File: config.mk
export PLATFORM = sky130hd
export DESIGN_NAME = hashed_next_hop_table_unit
export DESIGN_NICKNAME = d
export VERILOG_FILES = /design/src/hdl/hnht_pkg.sv /design/src/hdl/hnht_row_mem.sv /design/src/hdl/hnht_chain_logic.sv /design/src/hdl/hashed_next_hop_table_unit.sv
export SDC_FILE = /design/constraint.sdc
export NUM_CORES = 1
export LEC_CHECK = 0
export BUFFER_PORTS_ARGS = -buffer_cell sky130_fd_sc_hd__clkbuf_2
export CORE_AREA = 2 2 292 294
export CTS_CLUSTER_DIAMETER = 120
export DETAILED_ROUTE_END_ITERATION = 10
export DIE_AREA = 0 0 294 296
export PLACE_DENSITY = 0.73
export RECOVER_POWER = 50
export SKIP_LAST_GASP = 1
export SYNTH_ARGS = -nofsm -noshare
export SYNTH_HDL_FRONTEND = slang
export SYNTH_SLANG_ARGS = --single-unit
File: constraint.sdc
create_clock -name i_clk -period 4.8 [get_ports i_clk]
set_input_delay 0.96 -clock i_clk [delete_from_list [all_inputs] [get_ports i_clk]]
set_output_delay 0.96 -clock i_clk [all_outputs]
set_load 0.02 [all_outputs]
File: src/hdl/hnht_pkg.sv
// Shared constants, codes and types for the hashed next hop table.
package hnht_pkg;

    localparam int DEF_SLOTS = 16;
    localparam int DEF_WAYS = 4;

    localparam int NODE_W = 8;
    localparam int NODE_COUNT = 1 << NODE_W;
    localparam int ENTRY_W = 2 * NODE_W;

    localparam logic CMD_SET = 1'b0;
    localparam logic CMD_GET = 1'b1;

    localparam logic [1:0] ST_UPDATED = 2'd0;
    localparam logic [1:0] ST_INSERTED = 2'd1;
    localparam logic [1:0] ST_FULL = 2'd2;
    localparam logic [1:0] ST_LOOKUP = 2'd3;

    typedef struct packed {
        logic              wr_en;
        logic              grow;
        logic [1:0]        status;
        logic              found;
        logic [NODE_W-1:0] hop;
    } t_chain_res;

endpackage

File: src/hdl/hnht_row_mem.sv
// Slot row memory: one write port, one read port with registered read data.
module hnht_row_mem #(
    parameter int DEPTH = hnht_pkg::DEF_SLOTS,
    parameter int WIDTH = hnht_pkg::DEF_WAYS * hnht_pkg::ENTRY_W,
    localparam int AW = (DEPTH > 1) ? $clog2(DEPTH) : 1
) (
    input  logic             i_clk,
    input  logic             i_wr_en,
    input  logic [AW-1:0]    i_wr_addr,
    input  logic [WIDTH-1:0] i_wr_data,
    input  logic             i_rd_en,
    input  logic [AW-1:0]    i_rd_addr,
    output logic [WIDTH-1:0] o_rd_data
);

    logic [WIDTH-1:0] r_mem [DEPTH];
    logic [WIDTH-1:0] r_rd_data;

    always_ff @(posedge i_clk) begin
        if (i_wr_en) begin
            r_mem[i_wr_addr] <= i_wr_data;
        end
        if (i_rd_en) begin
            r_rd_data <= r_mem[i_rd_addr];
        end
    end

    assign o_rd_data = r_rd_data;

endmodule

File: src/hdl/hnht_chain_logic.sv
// Chain search and row update for one set or get request.
module hnht_chain_logic #(
    parameter int WAYS = hnht_pkg::DEF_WAYS,
    localparam int CW = $clog2(WAYS + 1),
    localparam int WW = (WAYS > 1) ? $clog2(WAYS) : 1,
    localparam int RW = WAYS * hnht_pkg::ENTRY_W
) (
    input  logic                        i_cmd,
    input  logic [hnht_pkg::NODE_W-1:0] i_dest,
    input  logic [hnht_pkg::NODE_W-1:0] i_hop,
    input  logic [CW-1:0]               i_fill,
    input  logic [RW-1:0]               i_row,
    output logic [RW-1:0]               o_row,
    output hnht_pkg::t_chain_res        o_res
);

    localparam int EW = hnht_pkg::ENTRY_W;
    localparam int NW = hnht_pkg::NODE_W;

    logic          hit;
    logic [WW-1:0] hit_idx;
    logic [WW-1:0] free_idx;

    assign free_idx = i_fill[WW-1:0];

    always_comb begin
        hit = 1'b0;
        hit_idx = '0;
        for (int w = WAYS - 1; w >= 0; w--) begin
            if ((CW'(w) < i_fill) && (i_row[w * EW + NW +: NW] == i_dest)) begin
                hit = 1'b1;
                hit_idx = WW'(w);
            end
        end
    end

    always_comb begin
        o_row = i_row;
        o_res = '0;
        if (i_cmd == hnht_pkg::CMD_GET) begin
            o_res.status = hnht_pkg::ST_LOOKUP;
            o_res.found = hit;
            o_res.hop = hit ? i_row[hit_idx * EW +: NW] : '0;
        end else if (hit) begin
            o_row[hit_idx * EW +: NW] = i_hop;
            o_res.wr_en = 1'b1;
            o_res.status = hnht_pkg::ST_UPDATED;
        end else if (i_fill < CW'(WAYS)) begin
            o_row[free_idx * EW +: EW] = {i_dest, i_hop};
            o_res.wr_en = 1'b1;
            o_res.grow = 1'b1;
            o_res.status = hnht_pkg::ST_INSERTED;
        end else begin
            o_res.status = hnht_pkg::ST_FULL;
        end
    end

endmodule

File: src/hdl/hashed_next_hop_table_unit.sv
// Top level of the hashed next hop table: request control, fill counts, result register.
//
// Input channel: i_valid, o_stall with i_command, i_dest_node, i_next_hop.
// Command set stores a next hop for a destination; command get looks it up.
// Output channel: o_valid, i_stall with o_status, o_found, o_hop_out; one
// result word per request, in request order.
// The destination picks slot dest_node mod SLOTS; each slot is one memory row
// of WAYS entries, filled in order, with a per-slot fill count in flip-flops.
// A taken request reads its row into the registered read data of the row memory;
// in the busy state its result is registered together with the row write-back.
// No new request is taken until the last one is done: the row is read and then
// written back through the single read and single write port of the row memory.
// The input is stalled while a request is in flight, and while a finished
// result still waits in the output register under i_stall.
// Reset clears all fill counts, empties the output register and leaves the
// block ready; no clearing pass over the row memory is needed.
module hashed_next_hop_table_unit #(
    parameter int SLOTS = hnht_pkg::DEF_SLOTS,
    parameter int WAYS = hnht_pkg::DEF_WAYS
) (
    input  logic                        i_clk,
    input  logic                        i_rst_n,
    input  logic                        i_valid,
    output logic                        o_stall,
    input  logic                        i_command,
    input  logic [hnht_pkg::NODE_W-1:0] i_dest_node,
    input  logic [hnht_pkg::NODE_W-1:0] i_next_hop,
    output logic                        o_valid,
    input  logic                        i_stall,
    output logic [1:0]                  o_status,
    output logic                        o_found,
    output logic [hnht_pkg::NODE_W-1:0] o_hop_out
);

    localparam int SW = (SLOTS > 1) ? $clog2(SLOTS) : 1;
    localparam int CW = $clog2(WAYS + 1);
    localparam int RW = WAYS * hnht_pkg::ENTRY_W;

    typedef enum logic {
        S_IDLE,
        S_BUSY
    } t_state;

    t_state                        r_state;
    logic                          r_cmd;
    logic [hnht_pkg::NODE_W-1:0]   r_dest;
    logic [hnht_pkg::NODE_W-1:0]   r_hop;
    logic [SW-1:0]                 r_slot;
    logic [CW-1:0]                 r_fill [SLOTS];
    logic                          r_out_vld;
    logic [1:0]                    r_status;
    logic                          r_found;
    logic [hnht_pkg::NODE_W-1:0]   r_hop_out;

    logic [SW-1:0]                 slot_lut [hnht_pkg::NODE_COUNT];
    logic                          accept;
    logic [SW-1:0]                 n_slot;
    logic [RW-1:0]                 rd_row;
    logic [RW-1:0]                 wr_row;
    hnht_pkg::t_chain_res          res;
    logic                          busy;

    for (genvar d = 0; d < hnht_pkg::NODE_COUNT; d++) begin : g_slot
        localparam int SlotD = d % SLOTS;
        assign slot_lut[d] = SW'(SlotD);
    end

    assign o_stall = (r_state != S_IDLE) || (r_out_vld && i_stall);
    assign accept = i_valid && !o_stall;
    assign n_slot = slot_lut[i_dest_node];
    assign busy = (r_state == S_BUSY);

    hnht_row_mem #(
        .DEPTH (SLOTS),
        .WIDTH (RW)
    ) u_row_mem (
        .i_clk     (i_clk),
        .i_wr_en   (busy && res.wr_en),
        .i_wr_addr (r_slot),
        .i_wr_data (wr_row),
        .i_rd_en   (accept),
        .i_rd_addr (n_slot),
        .o_rd_data (rd_row)
    );

    hnht_chain_logic #(
        .WAYS (WAYS)
    ) u_chain_logic (
        .i_cmd  (r_cmd),
        .i_dest (r_dest),
        .i_hop  (r_hop),
        .i_fill (r_fill[r_slot]),
        .i_row  (rd_row),
        .o_row  (wr_row),
        .o_res  (res)
    );

    always_ff @(posedge i_clk) begin
        if (!i_rst_n) begin
            r_state <= S_IDLE;
            r_out_vld <= 1'b0;
            for (int s = 0; s < SLOTS; s++) begin
                r_fill[s] <= '0;
            end
        end else begin
            case (r_state)
                S_IDLE: begin
                    if (accept) begin
                        r_state <= S_BUSY;
                    end
                end
                S_BUSY: begin
                    r_state <= S_IDLE;
                end
                default: begin
                    r_state <= S_IDLE;
                end
            endcase
            if (busy) begin
                r_out_vld <= 1'b1;
            end else if (!i_stall) begin
                r_out_vld <= 1'b0;
            end
            if (busy && res.grow) begin
                r_fill[r_slot] <= r_fill[r_slot] + CW'(1);
            end
        end
    end

    always_ff @(posedge i_clk) begin
        if (accept) begin
            r_cmd <= i_command;
            r_dest <= i_dest_node;
            r_hop <= i_next_hop;
            r_slot <= n_slot;
        end
        if (busy) begin
            r_status <= res.status;
            r_found <= res.found;
            r_hop_out <= res.hop;
        end
    end

    assign o_valid = r_out_vld;
    assign o_status = r_status;
    assign o_found = r_found;
    assign o_hop_out = r_hop_out;

`ifndef SYNTHESIS
    a_accept_out_free: assert property (@(posedge i_clk) disable iff (!i_rst_n)
        accept |=> (busy && !r_out_vld))
        else $error("output register occupied while a request is in flight");

    a_busy_gives_word: assert property (@(posedge i_clk) disable iff (!i_rst_n)
        busy |=> (r_out_vld && (r_state == S_IDLE)))
        else $error("request finished without a result word");

    a_fill_bound: assert property (@(posedge i_clk) disable iff (!i_rst_n)
        busy |-> (r_fill[r_slot] <= CW'(WAYS)))
        else $error("chain fill count beyond way count");

    a_get_status: assert property (@(posedge i_clk) disable iff (!i_rst_n)
        (busy && (r_cmd == hnht_pkg::CMD_GET)) |=> (r_status == hnht_pkg::ST_LOOKUP))
        else $error("lookup gave a set status");

    a_found_on_get: assert property (@(posedge i_clk) disable iff (!i_rst_n)
        (r_out_vld && r_found) |-> (r_status == hnht_pkg::ST_LOOKUP))
        else $error("found flag on a set result");
`endif

endmodule
==> qor.yml <==
place_congestion: 0.869
status: "finished with violations"
cts_setup_buffers: 0
fin_crit_sh_pct: 96.6
yosysSeqAreaShare_pct: 76.7
hpwl_mm: 57.7
synth_cells: 2042
finClkSkew_ps: 34.6
synth_edf_count: 1164
critPathCapture: "u_row_mem.r_mem[2][62]$_DFFE_PP_"
reg2reg_to: "u_row_mem.r_mem[2][62]$_DFFE_PP_"
hold_buffers: 0
start_util_pct: 54.3
cts_sinks: 1170
vias: 22100
rows: 107
grt_antenna_before_repair: 1
grt_overflow_total: 0
cpPeakStageDelay_ps: 780
syn_area_sq_mm: 0.0457
slew_violations: 281
yosysTopAreaCell: "edfxtp_1"
area.growth.synth_to_final_pct: 11.7
required_ps: 5190
wire_per_inst_um: 31.1
max_slew_margin_pct: -151
port_buffers: 33
crit_path_start_kind: "flip-flop"
cts_resized: 0
yosys_warnings: 0
dpl.cell_count: 3152
final_cell_mix: "1164 x edfxtp_1, 330 x mux4_2, 112 x clkbuf_16"
p_leak_nw: 16.0
clk_pin_slew_worst_paths_ps: 60
tritoncts: "built"
grt.total_usage_pct: 24.5
r2r_slack_ps: 160
post-place-ws_ps: 352
drc_errors: 0
die_h_um: 296
min_path_type: "in2reg"
drt_iter0_markers: 2985
hold_slack_ps: 451
final_common_cell: "edfxtp_1"
grt_pass1_wl_mm: 154
fp.dieW_um: 294
fill_cells: 5630
synth_seq_cells: 1170
vias_per_cell: 6.60
drt-total-wl_mm: 104
synthesis.nets: 2072
crit_type: "reg2reg"
avgSynthCellArea_sq_um: 22.4
peakVddDrop_v: 0.000424
setup_ws_ps: 165
cp_max_fo: 16
synth_cell_types: 59
clk_path_buf_depth: 3
violations: "capacitance limit, slew limit"
setup_viol: 0
max_freq_mhz: 216
critPathSlowestCell: "a211oi_1"
period_needed_ps: 4640
synthTopCellsByArea: "edfxtp_1 76%, mux4_2 16%, clkbuf_1 0.60%"
arrival_ps: 5030
synth_top_area_share_pct: 76.4
layout.nets: 2206
p_per_area_mw_per_mm2: 420
h-tree-depth: 3
root_buffer: "clkbuf_16"
finalInstanceArea_sq_mm: 0.0511
stdcell_count: 3355
grt_max_degree: 91
diodes: 0
cp.depth: 9
path_buf_inv: 2
ys.flop_type: "edfxtp_1"
coreArea_sq_mm: 0.0842
first_global_vias: 22200
drtAntennaViolNets: 0
die_area_sq_mm: 0.0870
place_area_sq_mm: 0.0481
critPathTopFamily: "compound AO/OA/AOI/OAI gates"
worst_pin_slew_ps: 3760
rsz0062_at_grt: "no"
ios: 34
synthArstFlopShare_pct: 0
reg2regPathDepth: 9
end_kind: "flip-flop"
hold_viol: 0
firstDrtPassIters: 6
cts_buffers: 112
drive_gt1_share_pct: 27.8
cp_cell_sequence: "mux4_2, mux2_2, mux2i_1, inv_2, a21o_1, a211oi_1, and3_1, clkbuf_2, a31o_1"
maxCapViolations: 6
fin_setup_tns_ps: 0
clk_latency_ps: 700
## power breakdown
group / internal (mW) / switching [mW] / leakage, nW
clock network: 4.59 / 3.68 / 1.66
registers: 11.6 / 0.108 / 10.6
logic: 0.541 / 0.913 / 3.67
total: 16.7 / 4.70 / 16.0
## synthesized netlist by cell type, types with 4 or more instances
library cell  number
xnor2_1           25
nor3b_1            6
a22o_1            25
and3_1             4
buf_1             29
o21ai_0           29
edfxtp_1        1164
buf_4              5
a211oi_1           9
nor2_1            71
nand4_1           12
dfxtp_1            6
nand3_1            7
a31o_2            19
nor2b_1           33
nand2_1           48
clkbuf_1          73
or2_2              8
mux2_2             8
a21oi_1           10
o22ai_1            9
buf_2              4
mux2i_1           14
mux4_2           330
a31o_1             5
nor3_1            14
xor2_1             8
a311oi_1           5
ha_1               9
inv_1             10
## flip-flops by register name (all words and copies together), names as in the netlist, 2 cells and up, named ones only
signal and flops:
o_status 2, r_hop 8, u_row_mem.o_rd_data 64, r_fill 48
r_dest 8, u_row_mem.r_mem 1024, o_hop_out 8
## worst min-delay path by stage
stage | start | end | slack (ps) | depth (start not counted)
6_report | i_next_hop[7] | r_hop[7]$_DFFE_PP_ | 450 | 1
5_1_grt | i_next_hop[6] | r_hop[6]$_DFFE_PP_ | 430 | 1
4_1_cts | i_next_hop[6] | r_hop[6]$_DFFE_PP_ | 420 | 1
2_1_floorplan | busy$_SDFF_PP0_ | o_found$_SDFFCE_PN0P_ | 630 | 0
3_3_place_gp | o_valid$_SDFFE_PN0P_ | o_valid$_SDFFE_PN0P_ | 550 | 2
3_5_place_dp | o_valid$_SDFFE_PN0P_ | o_valid$_SDFFE_PN0P_ | 580 | 2
## worst register-to-register path: stages (launching register included)
cell and delay (ps):
dfxtp_1 640, mux4_2 580, mux2_2 310, mux2i_1 360, inv_2 120, a21o_1 210
a211oi_1 780, and3_1 330, clkbuf_2 430, a31o_1 590
## kinds of logic (layout without fill, tap and decap cells)
family	count (synthesis)	count (layout)	synth area share, %
AOI/OAI and AO/OA	129	129	2.07
xor gates and xnor gates	33	33	0.632
adders and majority gates	9	9	0.246
buffers and inverters	127	350	1.17
DFF	1170	1170	76.7
muxes	353	353	16.8
and+or+nand+nor	221	221	2.38
## layer usage
metal  track usage (%)  part of all wire [%]
met2              38.5                    48
met3              5.01                    10
met1              35.5                    39
met5                 0                     0
met4              6.92                   2.5
## final cells by class
cell class              instances  area, sq um  share of cell area, %
flip-flops and latches       1170        35100                   68.7
well taps                    1090         1360                   2.67
inverters                      12         45.0                 0.0882
multi-input cells             745        10200                   19.9
clock inverters                69          517                   1.01
clock buffers                 134         2890                   5.65
repair buffers                135         1030                   2.02
## metrics by stage
stage	utilization, %	power [mW]
floorplan	-	12.8
finish	60.7	21.5
CTS	61.1	21.6
global route	60.7	22.1
global placement	57.1	13.3
detailed placement	57.1	13.4
Note: power is estimated with default switching activity, not from simulation.
